**src/rtl/mur_pkg.sv**
```systemverilog
`timescale 1ns / 1ps
`default_nettype none

package mur_pkg;

    localparam logic [63:0] MUR_M      = 64'hc6a4a7935bd1e995;
    localparam int          MUR_R      = 47;
    localparam logic [31:0] SEED_RESET = 32'd19820125;

    // Depth of the queue between the front and the back; a power of two.
    localparam int QDEPTH  = 2;
    localparam int QADDR_W = $clog2(QDEPTH);

    // Word classes assigned by the front.
    localparam logic [1:0] KIND_NONE = 2'd0;
    localparam logic [1:0] KIND_FULL = 2'd1;
    localparam logic [1:0] KIND_PART = 2'd2;

    typedef struct packed {
        logic [63:0] data;
        logic [1:0]  kind;
        logic [30:0] len;
        logic        first;
        logic        last;
    } work_t;

endpackage

`default_nettype wire

```
**src/rtl/murmur64a_string_hash.sv**
```systemverilog
`timescale 1ns / 1ps
`default_nettype none

// Channel   Direction  Handshake                 Word
// input     in         push / full               data_word, byte_count, message_length,
//                                                last_word
// result    out        empty / pop               hash_value
// seed      in         hash_seed_write           hash_seed
//
// A full 8-byte word chains three 64-bit products by M, a partial word one and
// an empty word none; the first word of a message adds one more and the last
// adds one more, and its hash then waits until the result register has room.
// All of them come from the single 32x32 multiplier, which builds each 64-bit
// product by M from three 32x32 partial products.
// Reset empties the word queue and the result register, idles the sequencer
// and restores the seed to its default value.
// Two words can wait in the input queue, and a finished hash is held in the
// result register while the next message is already being processed.

module murmur64a_string_hash
    import mur_pkg::*;
(
    input  wire logic        clk,
    input  wire logic        rst_n,
    input  wire logic        push,
    output logic             full,
    input  wire logic [63:0] data_word,
    input  wire logic [3:0]  byte_count,
    input  wire logic [30:0] message_length,
    input  wire logic        last_word,
    output logic             empty,
    input  wire logic        pop,
    output logic [63:0]      hash_value,
    input  wire logic        hash_seed_write,
    input  wire logic [31:0] hash_seed
);

    logic [31:0] seed_reg;
    logic [31:0] seed_next;
    logic        q_full;
    logic        q_push;
    work_t       q_wr_item;
    logic        q_empty;
    logic        q_pop;
    work_t       q_rd_item;
    logic        mul_start;
    logic [63:0] mul_operand;
    logic        mul_done;
    logic [63:0] mul_product;
    logic        out_valid;

    assign seed_next = hash_seed_write ? hash_seed : seed_reg;
    assign empty     = !out_valid;

    always_ff @(posedge clk or negedge rst_n)
    begin
        if (!rst_n)
        begin
            seed_reg <= SEED_RESET;
        end
        else
        begin
            seed_reg <= seed_next;
        end
    end

    mur_front u_front (
        .clk            (clk),
        .rst_n          (rst_n),
        .push           (push),
        .full           (full),
        .data_word      (data_word),
        .byte_count     (byte_count),
        .message_length (message_length),
        .last_word      (last_word),
        .q_full         (q_full),
        .q_push         (q_push),
        .q_item         (q_wr_item)
    );

    mur_queue u_queue (
        .clk     (clk),
        .rst_n   (rst_n),
        .push    (q_push),
        .wr_item (q_wr_item),
        .full    (q_full),
        .pop     (q_pop),
        .rd_item (q_rd_item),
        .empty   (q_empty)
    );

    mur_mul u_mul (
        .clk     (clk),
        .rst_n   (rst_n),
        .start   (mul_start),
        .operand (mul_operand),
        .done    (mul_done),
        .product (mul_product)
    );

    mur_back u_back (
        .clk         (clk),
        .rst_n       (rst_n),
        .seed        (seed_reg),
        .q_empty     (q_empty),
        .q_item      (q_rd_item),
        .q_pop       (q_pop),
        .mul_start   (mul_start),
        .mul_operand (mul_operand),
        .mul_done    (mul_done),
        .mul_product (mul_product),
        .out_pop     (pop),
        .out_valid   (out_valid),
        .out_hash    (hash_value)
    );

endmodule

`default_nettype wire

```
**src/rtl/mur_front.sv**
```systemverilog
`timescale 1ns / 1ps
`default_nettype none

module mur_front
    import mur_pkg::*;
(
    input  wire logic        clk,
    input  wire logic        rst_n,
    input  wire logic        push,
    output logic             full,
    input  wire logic [63:0] data_word,
    input  wire logic [3:0]  byte_count,
    input  wire logic [30:0] message_length,
    input  wire logic        last_word,
    input  wire logic        q_full,
    output logic             q_push,
    output work_t            q_item
);

    logic in_msg_reg;
    logic in_msg_next;
    logic [63:0] masked;

    assign full   = q_full;
    assign q_push = push && !q_full;

    // Bytes past the count are cleared so the back can xor the word as is.
    always_comb
    begin
        for (int i = 0; i < 8; i++)
        begin
            masked[8*i +: 8] = (byte_count > 4'(i)) ? data_word[8*i +: 8] : 8'd0;
        end
    end

    always_comb
    begin
        q_item.data  = masked;
        q_item.len   = message_length;
        q_item.first = !in_msg_reg;
        q_item.last  = last_word;
        if (byte_count == 4'd0)
        begin
            q_item.kind = KIND_NONE;
        end
        else if (byte_count inside {[4'd1:4'd7]})
        begin
            q_item.kind = KIND_PART;
        end
        else
        begin
            q_item.kind = KIND_FULL;
        end
    end

    always_comb
    begin
        in_msg_next = in_msg_reg;
        if (q_push)
        begin
            in_msg_next = !last_word;
        end
    end

    always_ff @(posedge clk or negedge rst_n)
    begin
        if (!rst_n)
        begin
            in_msg_reg <= 1'b0;
        end
        else
        begin
            in_msg_reg <= in_msg_next;
        end
    end

endmodule

`default_nettype wire

```
**src/rtl/mur_queue.sv**
```systemverilog
`timescale 1ns / 1ps
`default_nettype none

module mur_queue
    import mur_pkg::*;
(
    input  wire logic  clk,
    input  wire logic  rst_n,
    input  wire logic  push,
    input  wire work_t wr_item,
    output logic       full,
    input  wire logic  pop,
    output work_t      rd_item,
    output logic       empty
);

    work_t               mem_reg [QDEPTH];
    logic [QADDR_W-1:0]  wr_ptr_reg;
    logic [QADDR_W-1:0]  wr_ptr_next;
    logic [QADDR_W-1:0]  rd_ptr_reg;
    logic [QADDR_W-1:0]  rd_ptr_next;
    logic [QADDR_W:0]    count_reg;
    logic [QADDR_W:0]    count_next;
    logic                do_push;
    logic                do_pop;

    assign full    = (count_reg == (QADDR_W+1)'(QDEPTH));
    assign empty   = (count_reg == '0);
    assign do_push = push && !full;
    assign do_pop  = pop && !empty;
    assign rd_item = mem_reg[rd_ptr_reg];

    always_comb
    begin
        wr_ptr_next = do_push ? wr_ptr_reg + 1'b1 : wr_ptr_reg;
        rd_ptr_next = do_pop ? rd_ptr_reg + 1'b1 : rd_ptr_reg;
        count_next  = count_reg;
        if (do_push && !do_pop)
        begin
            count_next = count_reg + 1'b1;
        end
        else if (do_pop && !do_push)
        begin
            count_next = count_reg - 1'b1;
        end
    end

    always_ff @(posedge clk or negedge rst_n)
    begin
        if (!rst_n)
        begin
            wr_ptr_reg <= '0;
            rd_ptr_reg <= '0;
            count_reg  <= '0;
        end
        else
        begin
            wr_ptr_reg <= wr_ptr_next;
            rd_ptr_reg <= rd_ptr_next;
            count_reg  <= count_next;
        end
    end

    always_ff @(posedge clk)
    begin
        if (do_push)
        begin
            mem_reg[wr_ptr_reg] <= wr_item;
        end
    end

endmodule

`default_nettype wire

```
**src/rtl/mur_mul.sv**
```systemverilog
`timescale 1ns / 1ps
`default_nettype none

module mur_mul
    import mur_pkg::*;
(
    input  wire logic        clk,
    input  wire logic        rst_n,
    input  wire logic        start,
    input  wire logic [63:0] operand,
    output logic             done,
    output logic [63:0]      product
);

    // Low 64 bits of operand * M from three 32x32 partial products,
    // one multiplier pass per cycle and an accumulate on the next.
    localparam logic [1:0] PH_LOLO = 2'd0;
    localparam logic [1:0] PH_LOHI = 2'd1;
    localparam logic [1:0] PH_HILO = 2'd2;
    localparam logic [1:0] PH_LAST = 2'd3;

    logic        active_reg;
    logic        active_next;
    logic [1:0]  ph_reg;
    logic [1:0]  ph_next;
    logic        done_reg;
    logic        done_next;
    logic [63:0] x_reg;
    logic [63:0] prod_reg;
    logic [63:0] prod_next;
    logic [63:0] acc_reg;
    logic [63:0] acc_next;
    logic [31:0] mul_a;
    logic [31:0] mul_b;
    logic [63:0] mul_p;

    assign done    = done_reg;
    assign product = acc_reg;

    assign mul_a = (ph_reg == PH_HILO) ? x_reg[63:32] : x_reg[31:0];
    assign mul_b = (ph_reg == PH_LOHI) ? MUR_M[63:32] : MUR_M[31:0];
    assign mul_p = 64'(mul_a) * 64'(mul_b);

    always_comb
    begin
        active_next = active_reg;
        ph_next     = ph_reg;
        done_next   = 1'b0;
        prod_next   = mul_p;
        acc_next    = acc_reg;
        if (!active_reg)
        begin
            if (start)
            begin
                active_next = 1'b1;
                ph_next     = PH_LOLO;
            end
        end
        else
        begin
            ph_next = ph_reg + 1'b1;
            case (ph_reg)
                PH_LOLO:
                begin
                    acc_next = acc_reg;
                end
                PH_LOHI:
                begin
                    acc_next = prod_reg;
                end
                PH_HILO:
                begin
                    acc_next = {acc_reg[63:32] + prod_reg[31:0], acc_reg[31:0]};
                end
                PH_LAST:
                begin
                    acc_next    = {acc_reg[63:32] + prod_reg[31:0], acc_reg[31:0]};
                    active_next = 1'b0;
                    done_next   = 1'b1;
                end
                default:
                begin
                    acc_next = acc_reg;
                end
            endcase
        end
    end

    always_ff @(posedge clk or negedge rst_n)
    begin
        if (!rst_n)
        begin
            active_reg <= 1'b0;
            ph_reg     <= PH_LOLO;
            done_reg   <= 1'b0;
        end
        else
        begin
            active_reg <= active_next;
            ph_reg     <= ph_next;
            done_reg   <= done_next;
        end
    end

    always_ff @(posedge clk)
    begin
        if (!active_reg && start)
        begin
            x_reg <= operand;
        end
        prod_reg <= prod_next;
        acc_reg  <= acc_next;
    end

endmodule

`default_nettype wire

```
**src/rtl/mur_back.sv**
```systemverilog
`timescale 1ns / 1ps
`default_nettype none

module mur_back
    import mur_pkg::*;
(
    input  wire logic        clk,
    input  wire logic        rst_n,
    input  wire logic [31:0] seed,
    input  wire logic        q_empty,
    input  wire work_t       q_item,
    output logic             q_pop,
    output logic             mul_start,
    output logic [63:0]      mul_operand,
    input  wire logic        mul_done,
    input  wire logic [63:0] mul_product,
    input  wire logic        out_pop,
    output logic             out_valid,
    output logic [63:0]      out_hash
);

    localparam logic [3:0] S_IDLE = 4'd0;
    localparam logic [3:0] S_INIT = 4'd1;
    localparam logic [3:0] S_WORD = 4'd2;
    localparam logic [3:0] S_K1   = 4'd3;
    localparam logic [3:0] S_K2   = 4'd4;
    localparam logic [3:0] S_H    = 4'd5;
    localparam logic [3:0] S_END  = 4'd6;
    localparam logic [3:0] S_FIN  = 4'd7;
    localparam logic [3:0] S_OUT  = 4'd8;

    logic [3:0]  state_reg;
    logic [3:0]  state_next;
    work_t       cur_reg;
    work_t       cur_next;
    logic [63:0] h_reg;
    logic [63:0] h_next;
    logic        out_valid_reg;
    logic        out_valid_next;
    logic [63:0] out_hash_reg;
    logic [63:0] out_hash_next;
    logic        out_free;

    assign out_valid = out_valid_reg;
    assign out_hash  = out_hash_reg;
    assign out_free  = !out_valid_reg || out_pop;

    always_comb
    begin
        state_next     = state_reg;
        cur_next       = cur_reg;
        h_next         = h_reg;
        out_valid_next = out_valid_reg && !out_pop;
        out_hash_next  = out_hash_reg;
        q_pop          = 1'b0;
        mul_start      = 1'b0;
        mul_operand    = h_reg;
        case (state_reg)
            S_IDLE:
            begin
                if (!q_empty)
                begin
                    q_pop    = 1'b1;
                    cur_next = q_item;
                    if (q_item.first)
                    begin
                        mul_start   = 1'b1;
                        mul_operand = {33'd0, q_item.len};
                        state_next  = S_INIT;
                    end
                    else
                    begin
                        state_next = S_WORD;
                    end
                end
            end
            S_INIT:
            begin
                if (mul_done)
                begin
                    h_next     = {32'd0, seed} ^ mul_product;
                    state_next = S_WORD;
                end
            end
            S_WORD:
            begin
                case (cur_reg.kind)
                    KIND_FULL:
                    begin
                        mul_start   = 1'b1;
                        mul_operand = cur_reg.data;
                        state_next  = S_K1;
                    end
                    KIND_PART:
                    begin
                        mul_start   = 1'b1;
                        mul_operand = h_reg ^ cur_reg.data;
                        state_next  = S_H;
                    end
                    default:
                    begin
                        state_next = S_END;
                    end
                endcase
            end
            S_K1:
            begin
                if (mul_done)
                begin
                    mul_start   = 1'b1;
                    mul_operand = mul_product ^ (mul_product >> MUR_R);
                    state_next  = S_K2;
                end
            end
            S_K2:
            begin
                if (mul_done)
                begin
                    mul_start   = 1'b1;
                    mul_operand = h_reg ^ mul_product;
                    state_next  = S_H;
                end
            end
            S_H:
            begin
                if (mul_done)
                begin
                    h_next     = mul_product;
                    state_next = S_END;
                end
            end
            S_END:
            begin
                if (cur_reg.last)
                begin
                    mul_start   = 1'b1;
                    mul_operand = h_reg ^ (h_reg >> MUR_R);
                    state_next  = S_FIN;
                end
                else
                begin
                    state_next = S_IDLE;
                end
            end
            S_FIN:
            begin
                if (mul_done)
                begin
                    h_next     = mul_product ^ (mul_product >> MUR_R);
                    state_next = S_OUT;
                end
            end
            S_OUT:
            begin
                // Wait here until the result register has room.
                if (out_free)
                begin
                    out_valid_next = 1'b1;
                    out_hash_next  = h_reg;
                    state_next     = S_IDLE;
                end
            end
            default:
            begin
                state_next = S_IDLE;
            end
        endcase
    end

    always_ff @(posedge clk or negedge rst_n)
    begin
        if (!rst_n)
        begin
            state_reg     <= S_IDLE;
            out_valid_reg <= 1'b0;
        end
        else
        begin
            state_reg     <= state_next;
            out_valid_reg <= out_valid_next;
        end
    end

    always_ff @(posedge clk)
    begin
        cur_reg      <= cur_next;
        h_reg        <= h_next;
        out_hash_reg <= out_hash_next;
    end

endmodule

`default_nettype wire
```
**config.mk**
```make
export PLATFORM = sky130hd
export DESIGN_NAME = murmur64a_string_hash
export DESIGN_NICKNAME = d
export VERILOG_FILES = /design/src/rtl/mur_pkg.sv /design/src/rtl/murmur64a_string_hash.sv /design/src/rtl/mur_front.sv /design/src/rtl/mur_queue.sv /design/src/rtl/mur_mul.sv /design/src/rtl/mur_back.sv
export SDC_FILE = /design/constraint.sdc
export NUM_CORES = 2
export LEC_CHECK = 0
export BUFFER_PORTS_ARGS = -buffer_cell sky130_fd_sc_hd__buf_4
export CAP_MARGIN = 0
export CORE_MARGIN = 2
export CORE_UTILIZATION = 45
export DETAILED_ROUTE_END_ITERATION = 6
export PLACE_DENSITY_LB_ADDON = 0.15
export SKIP_LAST_GASP = 1
export SLEW_MARGIN = 0
export SYNTH_ARGS = -nofsm -noshare
export SYNTH_HDL_FRONTEND = slang
export SYNTH_HIERARCHICAL = 1
export SYNTH_SLANG_ARGS = --single-unit
```
**constraint.sdc**
```tcl
create_clock -name clk -period 26.1 [get_ports clk]
set_input_delay 0 -clock clk [delete_from_list [all_inputs] [get_ports clk]]
set_output_delay 0 -clock clk [all_outputs]
set_load 0.01 [all_outputs]
```
==> flow_summary.ini <==
[synth]
synth_area_per_cell_um2 = 11.00
synth_area_leaders = edfxtp_1, fa_1, ha_1
synthFlopType = edfxtp_1
synth_top_area_share_pct = 28.61
synthArstFlopShare_pct = 7.290
synth_nets = 6170
ys_ff_latch = 631
syn-cell-area_um2 = 54680
yosysSeqAreaShare_pct = 33.09
yosysTopAreaCell = edfxtp_1
synth_cell_types = 95
synthCells = 4970
synth_edf_count = 521
ys_warn_count = 6

[die]
boundaryPins = 203
rows = 127
coreArea_um2 = 120300
start_util_pct = 45.46
dieArea_um2 = 124300
fp.dieW_um = 352.6
fp.dieH_um = 352.6

[cts]
cts_tree = done
clock-sinks = 631
cts-resized-gates = 0
post_cts_buffers = 0
clockBufferDepth = 3
h-tree-depth = 2
clock_latency_ns = 0.66
numCtsBuffers = 59
cts_root_buffer = clkbuf_16
clk_pin_slew_worst_paths_ns = 0.07

[worst_setup_path]
crit_slowest_cell = mux2i_1
crit_top_cell = fa_1
crit_required_ns = 26.64
worstSetupStartpointType = flop
cp_slowest_stage_delay_ns = 1.00
timing.rr.start = u_mul/ph_reg[0]
endpoint_kind = flop
arrival_ns = 11.45
path_class = reg2reg
reg2reg_slack_ns = 15.19
reg2reg_to = u_mul/prod_reg[62]
r2r_cells = 29
cp_max_fo = 34

[detailed_routing]
final_antenna_net_count = 0
avgViaCountPerCell = 5.510
wl_mm = 173.2
wl_per_cell_um = 25.22
dr.first_iter.drc_count = 4053
vias = 37840
route.detailed.drc = 0
dr.pass1.iters = 6

[placed_design]
hpwl_mm = 137.4
place.gp.congestion = 0.9482
io_buffers = 202
dpl_worst_slack_ns = 15.31

[timing]
skew_ns = 0.03953
period_needed_ns = 10.91
fmax_mhz = 91.65
fin_crit_sh_pct = 41.80
final.setup.worst_slack_ns = 15.19
tightest_slew_ns = 1.229
slew_violations = 0
setup_viol = 0
rsz0062_at_grt = no
relSlewSlack_pct = 17.75
timing.setup.tns_ns = 0
hold_viol = 0

[global_route]
grt_max_degree = 94
first_global_vias = 38680
antenna_found_initial = 7
globalRoute.totalOverflow = 0
grt_first_pass_wirelength_mm = 257.5
grtUsageTotal_pct = 27.80

[cells_and_area]
fillers = 10750
syn_to_final_growth_pct = 11.22
largest_reg_flops = 198
final_nets = 6408
final_layout_size_suffix_gt1_share_pct = 11.08

[worst_hold_path]
min_to = seed_reg[20]
hold-path-cell-count = 2
hold_start = hash_seed_write
hold_path.class = in2reg

[status]
status = complete, no violations

[job]
cap_violations = 0
[worst max-delay path, delay by kind of cell (launching register included)]
kind | cells | cell delay, ns
flip-flops | 1 | 0.44
AO/OA/AOI/OAI | 8 | 2.25
multiplexers | 1 | 1.00
adder cells (fa/ha/maj) | 10 | 4.73
buffers and inverters | 8 | 1.66
XOR/XNOR | 1 | 0.15
AND/OR/NAND/NOR | 1 | 0.50
[worst max-delay path by stage]
stage | startpoint | end | slack, ns | cells past startpoint
after floorplan | u_mul/ph_reg[0] | u_mul/prod_reg[55] | 17.07 | 32
after detailed placement | u_mul/ph_reg[0] | u_mul/prod_reg[62] | 15.31 | 29
final | u_mul/ph_reg[0] | u_mul/prod_reg[62] | 15.19 | 29
after global placement | u_mul/ph_reg[0] | u_mul/prod_reg[62] | 15.49 | 29
after global routing | u_mul/ph_reg[0] | u_mul/prod_reg[62] | 14.84 | 29
after CTS | u_mul/ph_reg[0] | u_mul/prod_reg[62] | 15.27 | 29
[stage by stage]
stage	hold slack (ns)	instances	utilization, %	area, um2
3_3_place_gp	0.1156	6600	47.59	57240
6_report	0.05116	6867	50.56	60820
4_1_cts	0.004010	6866	50.56	60810
3_5_place_dp	0.1187	6600	47.59	57240
2_1_floorplan	-0.2956	4970	-	54680
5_1_grt	0.02710	6866	50.56	60810
[synthesized netlist by cell type, types with 32 or more instances]
library cell	count
inv_1	954
fa_1	624
edfxtp_1	521
ha_1	439
a21oi_1	352
nor2_1	266
o21ai_0	222
nand2_1	169
clkbuf_1	131
mux2_4	129
nor2b_1	119
xnor2_1	87
a21o_1	71
and2_1	64
dfxtp_1	64
nand3_1	50
xor2_1	44
a221oi_1	41
buf_4	39
o31ai_1	39
o21bai_1	33
o311ai_1	33
a31oi_1	32
[repair_timing]
action                                  CTS  global route
endpoints found under the setup margin    0             0
endpoints found under the hold margin   279             0
hold buffers                            159             0
[cell families (layout without fill, tap and decap cells)]
group / count (synthesis) / in the layout / synth area share (%)
adders and majority gates: 1063 / 1063 / 32.89
xor gates and xnor gates: 131 / 131 / 2.098
muxes: 169 / 169 / 4.329
AOI/OAI and AO/OA: 964 / 964 / 11.02
and+or+nand+nor: 822 / 822 / 7.366
other: 2 / 3 / 0.01373
buffers and inverters: 1188 / 1472 / 9.192
DFF: 631 / 631 / 33.09
[final cells by class]
class,count,area [um2],share of cell area [%]
Tap cell,1612,2017,3.316
Timing Repair Buffer,408,3471,5.707
Clock inverter,28,302.8,0.4979
Inverter,957,3592,5.907
Sequential cell,631,18100,29.77
Multi-Input combinational cell,3151,31660,52.06
Antenna cell,1,2.502,0.004115
Clock buffer,79,1664,2.736
[metal layers]
metal	GRT usage (%)	part of all wire, %
met1	40.04	44
met2	43.50	45
met3	4.994	7.6
met4	6.812	2.8
met5	0	0.016
[placed cells by master (no fill, tap or decap), types with 16 or more instances in the layout]
master	instances
a211o_1	18
a21o_1	71
a21oi_1	351
a221oi_1	41
a311oi_1	22
a31oi_1	32
and2_1	64
buf_4	249
clkbuf_16	61
dfrtp_1	29
dfxtp_1	64
dlygate4sd3_1	158
edfxtp_1	521
fa_1	624
ha_1	434
inv_1	956
mux2_2	24
mux2_4	129
mux2i_1	16
nand2_1	167
nand2b_1	26
nand3_1	49
nand4_1	25
nor2_1	264
nor2b_1	117
nor3_1	30
o21ai_0	222
o21bai_1	32
o22ai_1	17
o311ai_1	33
o31ai_1	39
or2_2	20
xnor2_1	87
xor2_1	44
Power is not shown: default switching activity piles up to over one toggle a cycle in this logic, so the estimate is an artifact.
